--- config.mk ---
export PLATFORM = sky130hd
export DESIGN_NAME = slc_queue
export DESIGN_NICKNAME = d
export VERILOG_FILES = /design/src/design/sprite_line_compositor_defines.svh /design/src/design/slc_pkg.sv /design/src/design/slc_queue.sv
export SDC_FILE = /design/constraint.sdc
export NUM_CORES = 1
export LEC_CHECK = 0
export BUFFER_PORTS_ARGS = -buffer_cell sky130_fd_sc_hd__buf_2
export CORE_ASPECT_RATIO = 1.5
export CORE_UTILIZATION = 56
export DETAILED_ROUTE_END_ITERATION = 10
export PLACE_DENSITY = 0.8
export SYNTH_ARGS = -nofsm -noshare
export SYNTH_HDL_FRONTEND = slang
export SYNTH_SLANG_ARGS = --single-unit
--- constraint.sdc ---
create_clock -name i_clk -period 7.2 [get_ports i_clk]
set_input_delay 0 -clock i_clk [delete_from_list [all_inputs] [get_ports i_clk]]
set_output_delay 0 -clock i_clk [all_outputs]
set_load 0.02 [all_outputs]
--- src/design/sprite_line_compositor_defines.svh ---
// Assertion macros shared by the compositor RTL.
`ifndef SPRITE_LINE_COMPOSITOR_DEFINES_SVH
`define SPRITE_LINE_COMPOSITOR_DEFINES_SVH

// same-cycle implication
`define SLC_ASSERT_NOW(label, clk, rst_n, ante, cons, msg) \
    label: assert property (@(posedge clk) disable iff (!rst_n) (ante) |-> (cons)) \
        else $error(msg);

// next-cycle implication
`define SLC_ASSERT_NEXT(label, clk, rst_n, ante, cons, msg) \
    label: assert property (@(posedge clk) disable iff (!rst_n) (ante) |=> (cons)) \
        else $error(msg);

`endif

--- src/design/slc_pkg.sv ---
// Package: shared types and constants of the sprite line compositor.
`default_nettype none
package slc_pkg;

    localparam int LINE_WIDTH    = 320;
    localparam int MAP_DEPTH     = 560;
    localparam int SPRITE_OFFSET = 24;
    localparam int LX_W          = 9;
    localparam int MA_W          = 10;
    localparam int K_W           = 6;
    localparam int Q_DEPTH       = 2;

    localparam logic [1:0] REQ_LOAD = 2'd0;
    localparam logic [1:0] REQ_ROW  = 2'd1;
    localparam logic [1:0] REQ_EOL  = 2'd2;

    localparam logic [1:0] CFG_BG  = 2'd0;
    localparam logic [1:0] CFG_MC0 = 2'd1;
    localparam logic [1:0] CFG_MC1 = 2'd2;

    typedef enum logic [1:0] {
        KIND_LOAD = 2'd0,
        KIND_ROW  = 2'd1,
        KIND_EOL  = 2'd2
    } t_kind;

    typedef struct packed {
        t_kind       kind;
        logic [8:0]  pixel_x;
        logic [3:0]  pixel_color;
        logic [2:0]  sprite_index;
        logic [8:0]  sprite_x;
        logic [23:0] row_bits;
        logic        multicolor;
        logic        expand_x;
        logic        behind_background;
        logic [3:0]  sprite_color;
    } t_item;

    typedef struct packed {
        logic [3:0] background_color;
        logic [3:0] multicolor_zero;
        logic [3:0] multicolor_one;
    } t_cfg;

    typedef struct packed {
        logic  valid;
        t_item item;
    } t_qhead;

endpackage
`default_nettype wire

--- src/design/slc_queue.sv ---
// Short FIFO between the front classifier and the back executor.
`default_nettype none
module slc_queue (
    input  wire              i_clk,
    input  wire              i_rst_n,
    input  wire              i_push,
    input  slc_pkg::t_item   i_item,
    output logic             o_full,
    input  wire              i_pop,
    output slc_pkg::t_qhead  o_head
);
    slc_pkg::t_item r_mem [slc_pkg::Q_DEPTH];
    logic       r_wp, r_rp, n_wp, n_rp;
    logic [1:0] r_cnt, n_cnt;

    always_comb begin
        n_wp  = r_wp;
        n_rp  = r_rp;
        n_cnt = r_cnt;
        if (i_push) begin
            n_wp = ~r_wp;
        end
        if (i_pop) begin
            n_rp = ~r_rp;
        end
        if (i_push && !i_pop) begin
            n_cnt = r_cnt + 2'd1;
        end else if (!i_push && i_pop) begin
            n_cnt = r_cnt - 2'd1;
        end
    end

    always_ff @(posedge i_clk) begin
        if (!i_rst_n) begin
            r_wp  <= 1'b0;
            r_rp  <= 1'b0;
            r_cnt <= 2'd0;
        end else begin
            r_wp  <= n_wp;
            r_rp  <= n_rp;
            r_cnt <= n_cnt;
        end
    end

    always_ff @(posedge i_clk) begin
        if (i_push) begin
            r_mem[r_wp] <= i_item;
        end
    end

    assign o_full      = (r_cnt == 2'(slc_pkg::Q_DEPTH));
    assign o_head.valid = (r_cnt != 2'd0);
    assign o_head.item  = r_mem[r_rp];
endmodule
`default_nettype wire

==> metrics.md, run 1 <==
| Metric | Value |
|---|---|
| Crit-path max FO | 47 |
| Number of synthesized flops with an enable pin | 116 |
| Post-Layout Cell Count | about 500 |
| Flop pwr share | 45.7% |
| Share of the synthesized area in the top cell type | between 70% and 80% |
| Nets | between 400 and 500 |
| Final WL | around 8500 um |
| RR Startpoint | r_wp |
| Post-Synthesis Cells | 202 |
| Status | finished clean |
| Remaining antenna violation count | 0 |
| Critical-path top delay cell | buf_4 |
| Vias in the first global route | approximately 2700 |
| Vias | between 2000 and 3000 |
| FFs w/ async S/R, synth | 0% |
| Core area | approximately 7700 um^2 |
| Synth area leaders | edfxtp_1 78%, mux2_2 9.6%, mux2_4 6.7% |
| Final Wtd Congestion | between 0.7 and 0.8 |
| Hold_ws | ~160 ps |
| CP Cell Sequence | buf_4 -> mux2_2 -> buf_2 |
| Final setup viols | 0 |
| Setup CP Type | reg2out |
| Synthesized area per cell | around 22 um^2 |
| FMAX | ~470 MHz |
| Fin area | ~6400 um^2 |
| Root Buffer | clkbuf_16 |
| Clk buf depth | 2 |
| First-pass GRT wire length | ~13000 um |
| Post-route DRC | 0 |
| Yosys warns | 0 |
| Hold wc startpoint | i_push |
| Clock Sinks | between 100 and 150 |
| Post-layout worst setup margin | around 5000 ps |
| FF+latch count, synth | 121 |
| Syn nets | ~270 |
| DIE AREA | approximately 8400 um^2 |
| Commonest non-fill, non-tap cell in the layout | buf_2 |
| Total of max-cap violations | 0 |
| Synth unique cells | 19 |
| Logic pwr share | between 10% and 20% |
| Routed len/inst | 16.5 um |
| Sw Share | 21.2% |
| Layout cells sized above 1 | a little over 50% |
| Max Slew Vio Count | 0 |
| Initial DRC count | ~120 |
| H-tree levels | 4 |
| Commonest non-fill, non-tap cells in the layout | 121 x buf_2, 116 x edfxtp_1, 61 x dlygate4sd3_1, 38 x mux2_2, 20 x mux2_4 |
| Int Pwr | 1430 uW |
| Ys flop type | edfxtp_1 |
| Yosys top cell by area | edfxtp_1 |
| Clock Power Share | 42.2% |
| Worst-Margin Slew | about 710 ps |
| CP endpoint kind | output pin |
| Clk_lat worst skew | 400 ps |
| DPL Wire Length | 4970 um |
| Final period util | 29.6% |
| Critical path arrival | 2130 ps |
| Period minus WS final | around 2100 ps |
| Average vias per placed instance | slightly below 5 |
| DP Cell Count | about 420 |
| TNS Setup | 0 ps |
| Post-CTS sizing | 0 |
| Worst Hold Class | in2reg |
| Initial Util | 58.5% |
| Lkg Pwr | approximately 0.0025 uW |
| Clk pin slew, worst setup/hold paths | approximately 50 ps |
| CTS tree | yes |
| Worst stage delay on the critical path | ~630 ps |
| Endpoints failing hold | 0 |
| Largest net degree at the start of global routing | between 40 and 50 |
| Netlist Area Pre-Place | between 4000 and 5000 um^2 |
| Startpoint Class | register |
| Drt pass-1 iters | 5 |
| Ports | around 120 |
| Chip Height | about 110 um |
| Antenna cell count | 0 |
| Seq/Total Area, Yosys | ~80% |
| Fill cell count | roughly 370 |
| Placed Area | ~5200 um^2 |
| WP data required | 7200 ps |
| Tot GR Track Use | between 20% and 30% |
| Slew Limit Headroom | ~53% |
| Area delta synth->final | 42.0% |
| RSZ-0062 raised after global routing | false |
| Num CTS Buffers | 17 |
| P_sw | around 380 uW |
| Port bufs | around 120 |
| Initial antenna violation count | 0 |
| Cell area power density | approximately 280 nW/um^2 |
| Setup Skew | 6.14 ps |
| Chip width | ~75 um |
| Remaining Overflow, GRT | 0 |
| Pre-CTS setup slack | 5340 ps |
| VDD IR max | roughly 0.24 mV |
| Row cnt | 39 |
-- worst max-delay path, delay by kind of cell, from the launching register on --
family / cells / cell delay [ps]
buf+inv: 2 / 800
flops: 1 / 490
mux: 1 / 420
-- flip-flops by register name, summed over array words and instances, names as in the netlist, named ones only --
name,cells
r_wp,1
r_cnt,2
r_rp,1
r_mem,116
-- area by class of cell --
| class | count | area (um^2) | area share (%) |
|---|---|---|---|
| clock buffers | 28 | 507 | 7.97 |
| clock inverters | 4 | 43.8 | 0.689 |
| inverters | 1 | 3.75 | 0.0590 |
| multi-input cells | 74 | 855 | 13.4 |
| flip-flops and latches | 121 | 3580 | 56.4 |
| well taps | 102 | 128 | 2.01 |
| repair buffers | 185 | 1240 | 19.5 |
-- routing by layer --
metal / track usage, % / up-vias / wire, um / share of wire [%]
li1: - / 1195 / - / -
met1: 22.9 / 1240 / 3110 / 37
met2: 38.0 / 86 / 4830 / 57
met3: 6.97 / 18 / 329 / 3.9
met4: 11.6 / 0 / 219 / 2.6
met5: 0 / - / 0 / 0
-- power by group through the flow --
stage	sequential, uW	clock, uW	combinational, uW
6_report	828	764	219
5_1_grt	830	809	233
4_1_cts	828	776	219
3_5_place_dp	841	0	192
3_3_place_gp	838	0	189
2_1_floorplan	837	0	130
-- cells by family (layout without fill, tap and decap cells) --
logic type / Yosys count / in the layout / share of synthesized area, %
AND/OR/NAND/NOR: 9 / 9 / 1.31
buffers and inverters: 7 / 218 / 1.09
XOR/XNOR: 3 / 3 / 0.587
adder cells (fa/ha/maj): 1 / 1 / 0.279
flip-flops: 121 / 121 / 80.0
multiplexers: 58 / 58 / 16.3
AO/OA/AOI/OAI: 3 / 3 / 0.447
-- through the flow --
stage	util, %	power [uW]
final	83.0	1810
after global routing	83.0	1870
after CTS	83.0	1820
after detailed placement	67.9	1030
after global placement	67.9	1030
after floorplan	-	967
-- synthesized netlist by cell type (2+ instances only) --
cell type	instances
xor2_1	2
dfxtp_1	5
and2_1	4
edfxtp_1	116
mux2_2	38
buf_6	2
buf_2	3
mux2_4	20
nor2b_1	2
-- path summary, 6_finish.rpt --
kind	to	slack, ps	cells past startpoint
worst max-delay path	o_head[11]	5070	3
worst min-delay path	r_mem[0][15]	160	2
worst max register to register	r_mem[1][17]	5370	2
worst min register to register	r_cnt[1]	550	2
-- timing repair --
item | CTS | global route
hold buffers | 61 | 0
endpoints found under the hold margin | 121 | 0
endpoints found under the setup margin | 0 | 0
buffers inserted | 0 | 0
Note: power is estimated with default switching activity, not from simulation.
==> run 2: changes to the inputs <==
CORE_UTILIZATION = 47   (was 56)
PLACE_DENSITY = 0.72   (was 0.8)
clock period = 1.95 ns   (was 7.2 ns; I/O delays follow)
==> run 2 against run 1 <==
  * Hold slack better by 160 ps
  * Critical path depth stayed put
  * Largest cell class unchanged
  * Critical endpoint is now o_head[5]
  * Sequential power grew to 3.7 times the previous value
  * Combinational power grew to 3.8 times the previous value
==> metrics.md, run 2 (same netlist as run 1, synthesis figures left out) <==
| Metric | Value |
|---|---|
| Status | finished clean |
| Post-CTS sizing | 0 (unchanged) |
| Setup CP Type | reg2out |
| Fill cell count | 598 (+63%) |
| Post-route DRC | 0 (unchanged) |
| Post-Layout Cell Count | 528 (+2.5%) |
| Initial Util | 48.4% (-10 points) |
| Area delta synth->final | 45.6% |
| Critical path arrival | 1640 ps (-490 ps) |
| Port bufs | 121 (unchanged) |
| VDD IR max | 0.976 mV (+310%) |
| Root Buffer | clkbuf_16 |
| Worst-Margin Slew | 443 ps (-268 ps) |
| CTS tree | yes |
| Biggest regs | r_mem x116, r_cnt x2 |
| Nets | 466 (+0.65%) |
| Routed len/inst | 15.4 um (-6.8%) |
| Pre-CTS setup slack | 644 ps (-4700 ps) |
| FMAX | around 610 MHz |
| Clk_lat worst skew | 410 ps (about the same) |
| Chip width | 81.7 um (+8.9%) |
| Commonest non-fill, non-tap cell in the layout | buf_2 |
| H-tree levels | 4 (unchanged) |
| Period minus WS final | around 1600 ps |
| Endpoints failing hold | 0 (unchanged) |
| Slew Limit Headroom | 70.4% (+18 points) |
| Worst Hold Class | in2reg |
| Num CTS Buffers | 17 (unchanged) |
| Max FFs per register | 116 (unchanged) |
| Max Slew Vio Count | 0 (unchanged) |
| Clk pin slew, worst setup/hold paths | 50 ps (about the same) |
| Final WL | 8120 um (-4.4%) |
| Tot GR Track Use | 17.7% (-4.2 points) |
| Cell area power density | 1120 nW/um^2 (+290%) |
| Clk buf depth | 2 (unchanged) |
| Post-layout worst setup margin | 306 ps (-4760 ps) |
| Most flops, register | r_mem |
| Vias in the first global route | 2637 (-0.94%) |
| Final setup viols | 0 (unchanged) |
| Clock Sinks | 121 (unchanged) |
| DIE AREA | 9930 um^2 (+19%) |
| Startpoint Class | register |
| Number of buffers added for setup after CTS | 0 (unchanged) |
| Chip Height | 122 um (+9.0%) |
| DPL Wire Length | 4620 um (-7.0%) |
| Setup Skew | 6.95 ps (+0.812 ps) |
| CP endpoint kind | output pin |
| TNS Setup | 0 ps (unchanged) |
| Remaining antenna violation count | 0 (unchanged) |
| Drt pass-1 iters | 4 (-1) |
| Layout cells sized above 1 | 52.4% (+1.3 points) |
| Initial antenna violation count | 0 (unchanged) |
| WP data required | 1950 ps (-5250 ps) |
| Final period util | between 80% and 90% |
| Post-CTS Hold Fix Bufs | 62 (+1.6%) |
| Largest net degree at the start of global routing | 59 (+23%) |
| Lkg Pwr | 0.00257 uW (+2.3%) |
| Crit-path max FO | 58 (+23%) |
| Ports | 122 (unchanged) |
| Initial DRC count | 100 (-19%) |
| Total of max-cap violations | 0 (unchanged) |
| Row cnt | 43 (+10%) |
| First-pass GRT wire length | 12200 um (-3.9%) |
| Final Wtd Congestion | 0.685 (-3.2%) |
| RSZ-0062 raised after global routing | false |
| Core area | 9250 um^2 (+21%) |
| Average vias per placed instance | 4.82 (-2.2%) |
| DP Cell Count | 434 (+2.8%) |
| Commonest non-fill, non-tap cells in the layout | 121 x buf_2, 116 x edfxtp_1, 62 x dlygate4sd3_1, 38 x mux2_2, 20 x mux2_4 |
| Antenna cell count | 0 (unchanged) |
| Vias | 2546 (+0.28%) |
| Remaining Overflow, GRT | 0 (unchanged) |
run 2: cell types whose count changed in the layout (fill, tap and decap cells not counted), moves of 3 or more:
cell / change
bufinv_16: +5
clkbuf_1: -5
clkbuf_8: -4
clkinvlp_4: +3
run 2: worst max-delay path, stage by stage (launching register included):
cell and delay [ps]:
dfxtp_4 340, buf_12 310, mux2_2 390, buf_2 160
run 2: final timing paths:
check                   from            to  slack, ps  cells past startpoint
setup / recovery    register     o_head[5]        310                      3
hold / removal    i_item[47]  r_mem[1][47]        320                      2
setup reg to reg        r_wp  r_mem[1][18]        640                      2
hold reg to reg     r_cnt[1]      r_cnt[1]        520                      2
run 2: stage by stage:
step | hold WS (ps) | util [%] | total power (uW) | area [um^2]
finish | 320 | 70.5 | 7290 | 6520
global route | 304 | 70.5 | 7530 | 6520
CTS | 288 | 70.5 | 7360 | 6520
detailed placement | 191 | 56.6 | 3820 | 5240
global placement | 188 | 56.6 | 3800 | 5240
floorplan | 98.9 | - | 3570 | 4490
run 2: where the power goes:
part           total, uW  switching [uW]  leakage (uW)  internal, uW
logic                822             424       0.00112           398
clock network       3430            1040      0.000311          2380
registers           3040            37.3       0.00113          3010
run 2: cell type report:
class / count / area (um^2) / area share [%]
clock buffers: 19 / 433 / 6.64
clock inverters: 13 / 225 / 3.45
inverters: 1 / 3.75 / 0.0576
multi-input cells: 74 / 855 / 13.1
flip-flops and latches: 121 / 3590 / 55.0
well taps: 112 / 140 / 2.15
repair buffers: 188 / 1280 / 19.6
run 2: layer usage:
| metal | wire (um) | global-route usage (%) | vias to the layer above |
|---|---|---|---|
| li1 | - | - | 1202 |
| met4 | 229 | 11.3 | 0 |
| met5 | 0 | 0 | - |
| met3 | 403 | 5.77 | 24 |
| met1 | 2960 | 17.9 | 1234 |
| met2 | 4520 | 30.6 | 86 |
==> run 3: changes to the inputs <==
CORE_UTILIZATION = 52   (was 47)
PLACE_DENSITY = 0.75   (was 0.72)
clock period = 1.6 ns   (was 1.95 ns; I/O delays follow)
==> run 3 against run 2 <==
  * Combinational power is 29% higher
  * Critical endpoint is now o_head[12]
  * Clock skew is 0.78 ps lower
  * Sequential power is 22% higher
  * Hold slack better by 3.8 ps
  * Via count is 0.82% lower
  * Final area is 0.38% lower
  * Core utilization is 7.2 points higher
  * Highest routed layer unchanged
  * Non-clock buffer count is 2 higher
  * Critical path depth stayed put
==> metrics.md, run 3 (same netlist as run 1, synthesis figures left out) <==
| Metric | Value |
|---|---|
| Clk_lat worst skew | 400 ps (about the same) |
| RSZ-0062 raised after global routing | true |
| VDD IR max | 1.10 mV (+13%) |
| Max Slew Vio Count | 0 (unchanged) |
| FMAX | 639 MHz |
| CP endpoint kind | output pin |
| Worst stage delay on the critical path | 410 ps (+20 ps) |
| Total of max-cap violations | 0 (unchanged) |
| DIE AREA | 8990 um^2 (-9.4%) |
| Setup CP Type | reg2out |
| Drt pass-1 iters | 4 (unchanged) |
| Setup Skew | 6.17 ps (-0.776 ps) |
| Final setup viols | 0 (unchanged) |
| Most flops, register | r_mem |
| Pre-CTS setup slack | 373 ps (-271 ps) |
| Fill cell count | 448 (-25%) |
| Hold wc startpoint | i_item[14] |
| First-pass GRT wire length | 12700 um (+4.5%) |
| Routed len/inst | 16.7 um (+8.4%) |
| Slew Limit Headroom | 77.0% (+6.6 points) |
| Post-layout worst setup margin | 35.2 ps (-271 ps) |
| Initial Util | 53.6% (+5.2 points) |
| Flop pwr share | 45.5% (+3.8 points) |
| Critical-path top delay cell | dfxtp_4 |
| Core area | 8360 um^2 (-9.6%) |
| Critical path arrival | 1560 ps (-80 ps) |
| Chip Height | 116 um (-4.8%) |
| Num CTS Buffers | 17 (unchanged) |
| P_sw | 1760 uW (+17%) |
| Initial antenna violation count | 0 (unchanged) |
| Final WL | 8750 um (+7.8%) |
| Hold_ws | 324 ps (+3.82 ps) |
| WP data required | 1600 ps (-350 ps) |
| Clk buf depth | 2 (unchanged) |
| Remaining antenna violation count | 0 (unchanged) |
| Final period util | a little over nine tenths |
| Initial DRC count | 117 (+17%) |
| Clk pin slew, worst setup/hold paths | 50 ps (about the same) |
| Period minus WS final | 1560 ps |
| Layout cells sized above 1 | 51.9% (-0.49 points) |
| Biggest regs | r_mem x116, r_cnt x2 |
| R2r endpoint | r_rp |
| Fin area | 6490 um^2 (-0.38%) |
| Worst-Margin Slew | 345 ps (-98.5 ps) |
| Antenna cell count | 0 (unchanged) |
| Root Buffer | clkbuf_16 |
| Max FFs per register | 116 (unchanged) |
| Startpoint Class | register |
| Clock Power Share | 41.5% (-5.5 points) |
| Worst Hold Class | in2reg |
| Sw Share | 21.6% (+0.94 points) |
| Logic pwr share | 13.0% (+1.7 points) |
| Commonest non-fill, non-tap cells in the layout | 119 x buf_2, 116 x edfxtp_1, 62 x dlygate4sd3_1, 37 x mux2_2, 21 x mux2_4 |
| Vias in the first global route | 2649 (+0.46%) |
| Clock Sinks | 121 (unchanged) |
| Nets | 468 (+0.43%) |
| Remaining Overflow, GRT | 0 (unchanged) |
| Row cnt | 41 (-4.7%) |
| Commonest non-fill, non-tap cell in the layout | buf_2 |
| Crit-path max FO | 29 (-50%) |
| Final Wtd Congestion | 0.711 (+3.8%) |
| Tot GR Track Use | 20.2% (+2.5 points) |
| CP Cell Sequence | buf_16 -> mux2_2 -> buf_4 |
| Cell area power density | 1260 nW/um^2 (+13%) |
| Int Pwr | 6410 uW (+11%) |
| R2R depth | 3 (+1) |
| Number of buffers added for setup after CTS | 0 (unchanged) |
| CTS tree | yes |
| H-tree levels | 4 (unchanged) |
| Placed Area | 5260 um^2 (+0.38%) |
| Status | finished clean |
| Worst hold path depth | 2 (unchanged) |
| Vias | 2525 (-0.82%) |
| RR Startpoint | r_rp |
| DPL Wire Length | 4750 um (+2.7%) |
| Area delta synth->final | 45.0% |
| Endpoints failing hold | 0 (unchanged) |
| Port bufs | 121 (unchanged) |
| Post-route DRC | 0 (unchanged) |
| Min-Delay Endpoint | r_mem[0][14] |
| Worst R2R Setup Slack | 340 ps (-300 ps) |
| Average vias per placed instance | 4.81 (-0.26%) |
| Lkg Pwr | 0.00256 uW (about the same) |
| Chip width | 77.8 um (-4.8%) |
| Largest net degree at the start of global routing | 39 (-34%) |
| Ports | 122 (unchanged) |
==> run 3: changes by cell type in the layout (fill, tap and decap cells not counted), moves of 2 or more <==
cell	delta
buf_16	+2
clkbuf_1	+5
bufinv_16	-6
clkinvlp_4	-3
buf_2	-2
clkbuf_8	+6
==> run 3: critical path: cells and delay by family, from the launching register on <==
family / cells / cell delay (ps)
flip-flops: 1 / 410
multiplexers: 1 / 370
buffers and inverters: 2 / 380
==> run 3: metal layers <==
layer  routed length (um)  global-route usage [%]  vias up
li1                     -                       -     1208
met1                 3240                    19.7     1223
met2                 4990                    37.5       81
met3                  379                    7.48       13
met4                  142                    9.43        0
met5                    0                       0        -
==> run 3: what timing repair did <==
action / CTS / global route
hold buffers: 62 / 0
hold endpoints to repair: 121 / 0
cloned: 1 / 1
pin swaps: 0 / 0
gates resized for setup: 2 / 3
endpoints found under the setup margin: 47 / 4
==> run 3: cell type report <==
cell class                      instances  area [um^2]  area share (%)
Sequential cell                       121         3590            55.2
Timing Repair Buffer                  190         1370            21.0
Multi-Input combinational cell         74          858            13.2
Clock buffer                           30          534            8.23
Tap cell                              107          134            2.06
Clock inverter                          2         10.0           0.154
Inverter                                1         3.75          0.0578
==> run 3: through the flow <==
stage               instances  setup TNS (ps)  util [%]  total power [uW]
finish                    525               0      77.7              8170
global route              525           -49.3      77.7              8430
CTS                       524               0      77.3              8200
detailed placement        429               0      62.9              4670
global placement          429               0      62.9              4640
floorplan                 202            -856         -              4350
==> run 3: power groups by stage <==
stage | logic [uW] | clock network (uW) | registers, uW
final | 1060 | 3390 | 3720
after global routing | 1120 | 3580 | 3730
after CTS | 1040 | 3450 | 3720
after detailed placement | 895 | 0 | 3770
after global placement | 879 | 0 | 3760
after floorplan | 589 | 0 | 3760
==> run 3: worst max-delay path by stage <==
stage                        start     endpoint  slack (ps)
final                     register   o_head[12]          40
after global routing      register    o_head[7]         -10
after floorplan               r_wp  r_mem[0][0]         -10
after detailed placement  register    o_head[7]         370
after CTS                 register   o_head[23]          20
after global placement    register    o_head[7]         380
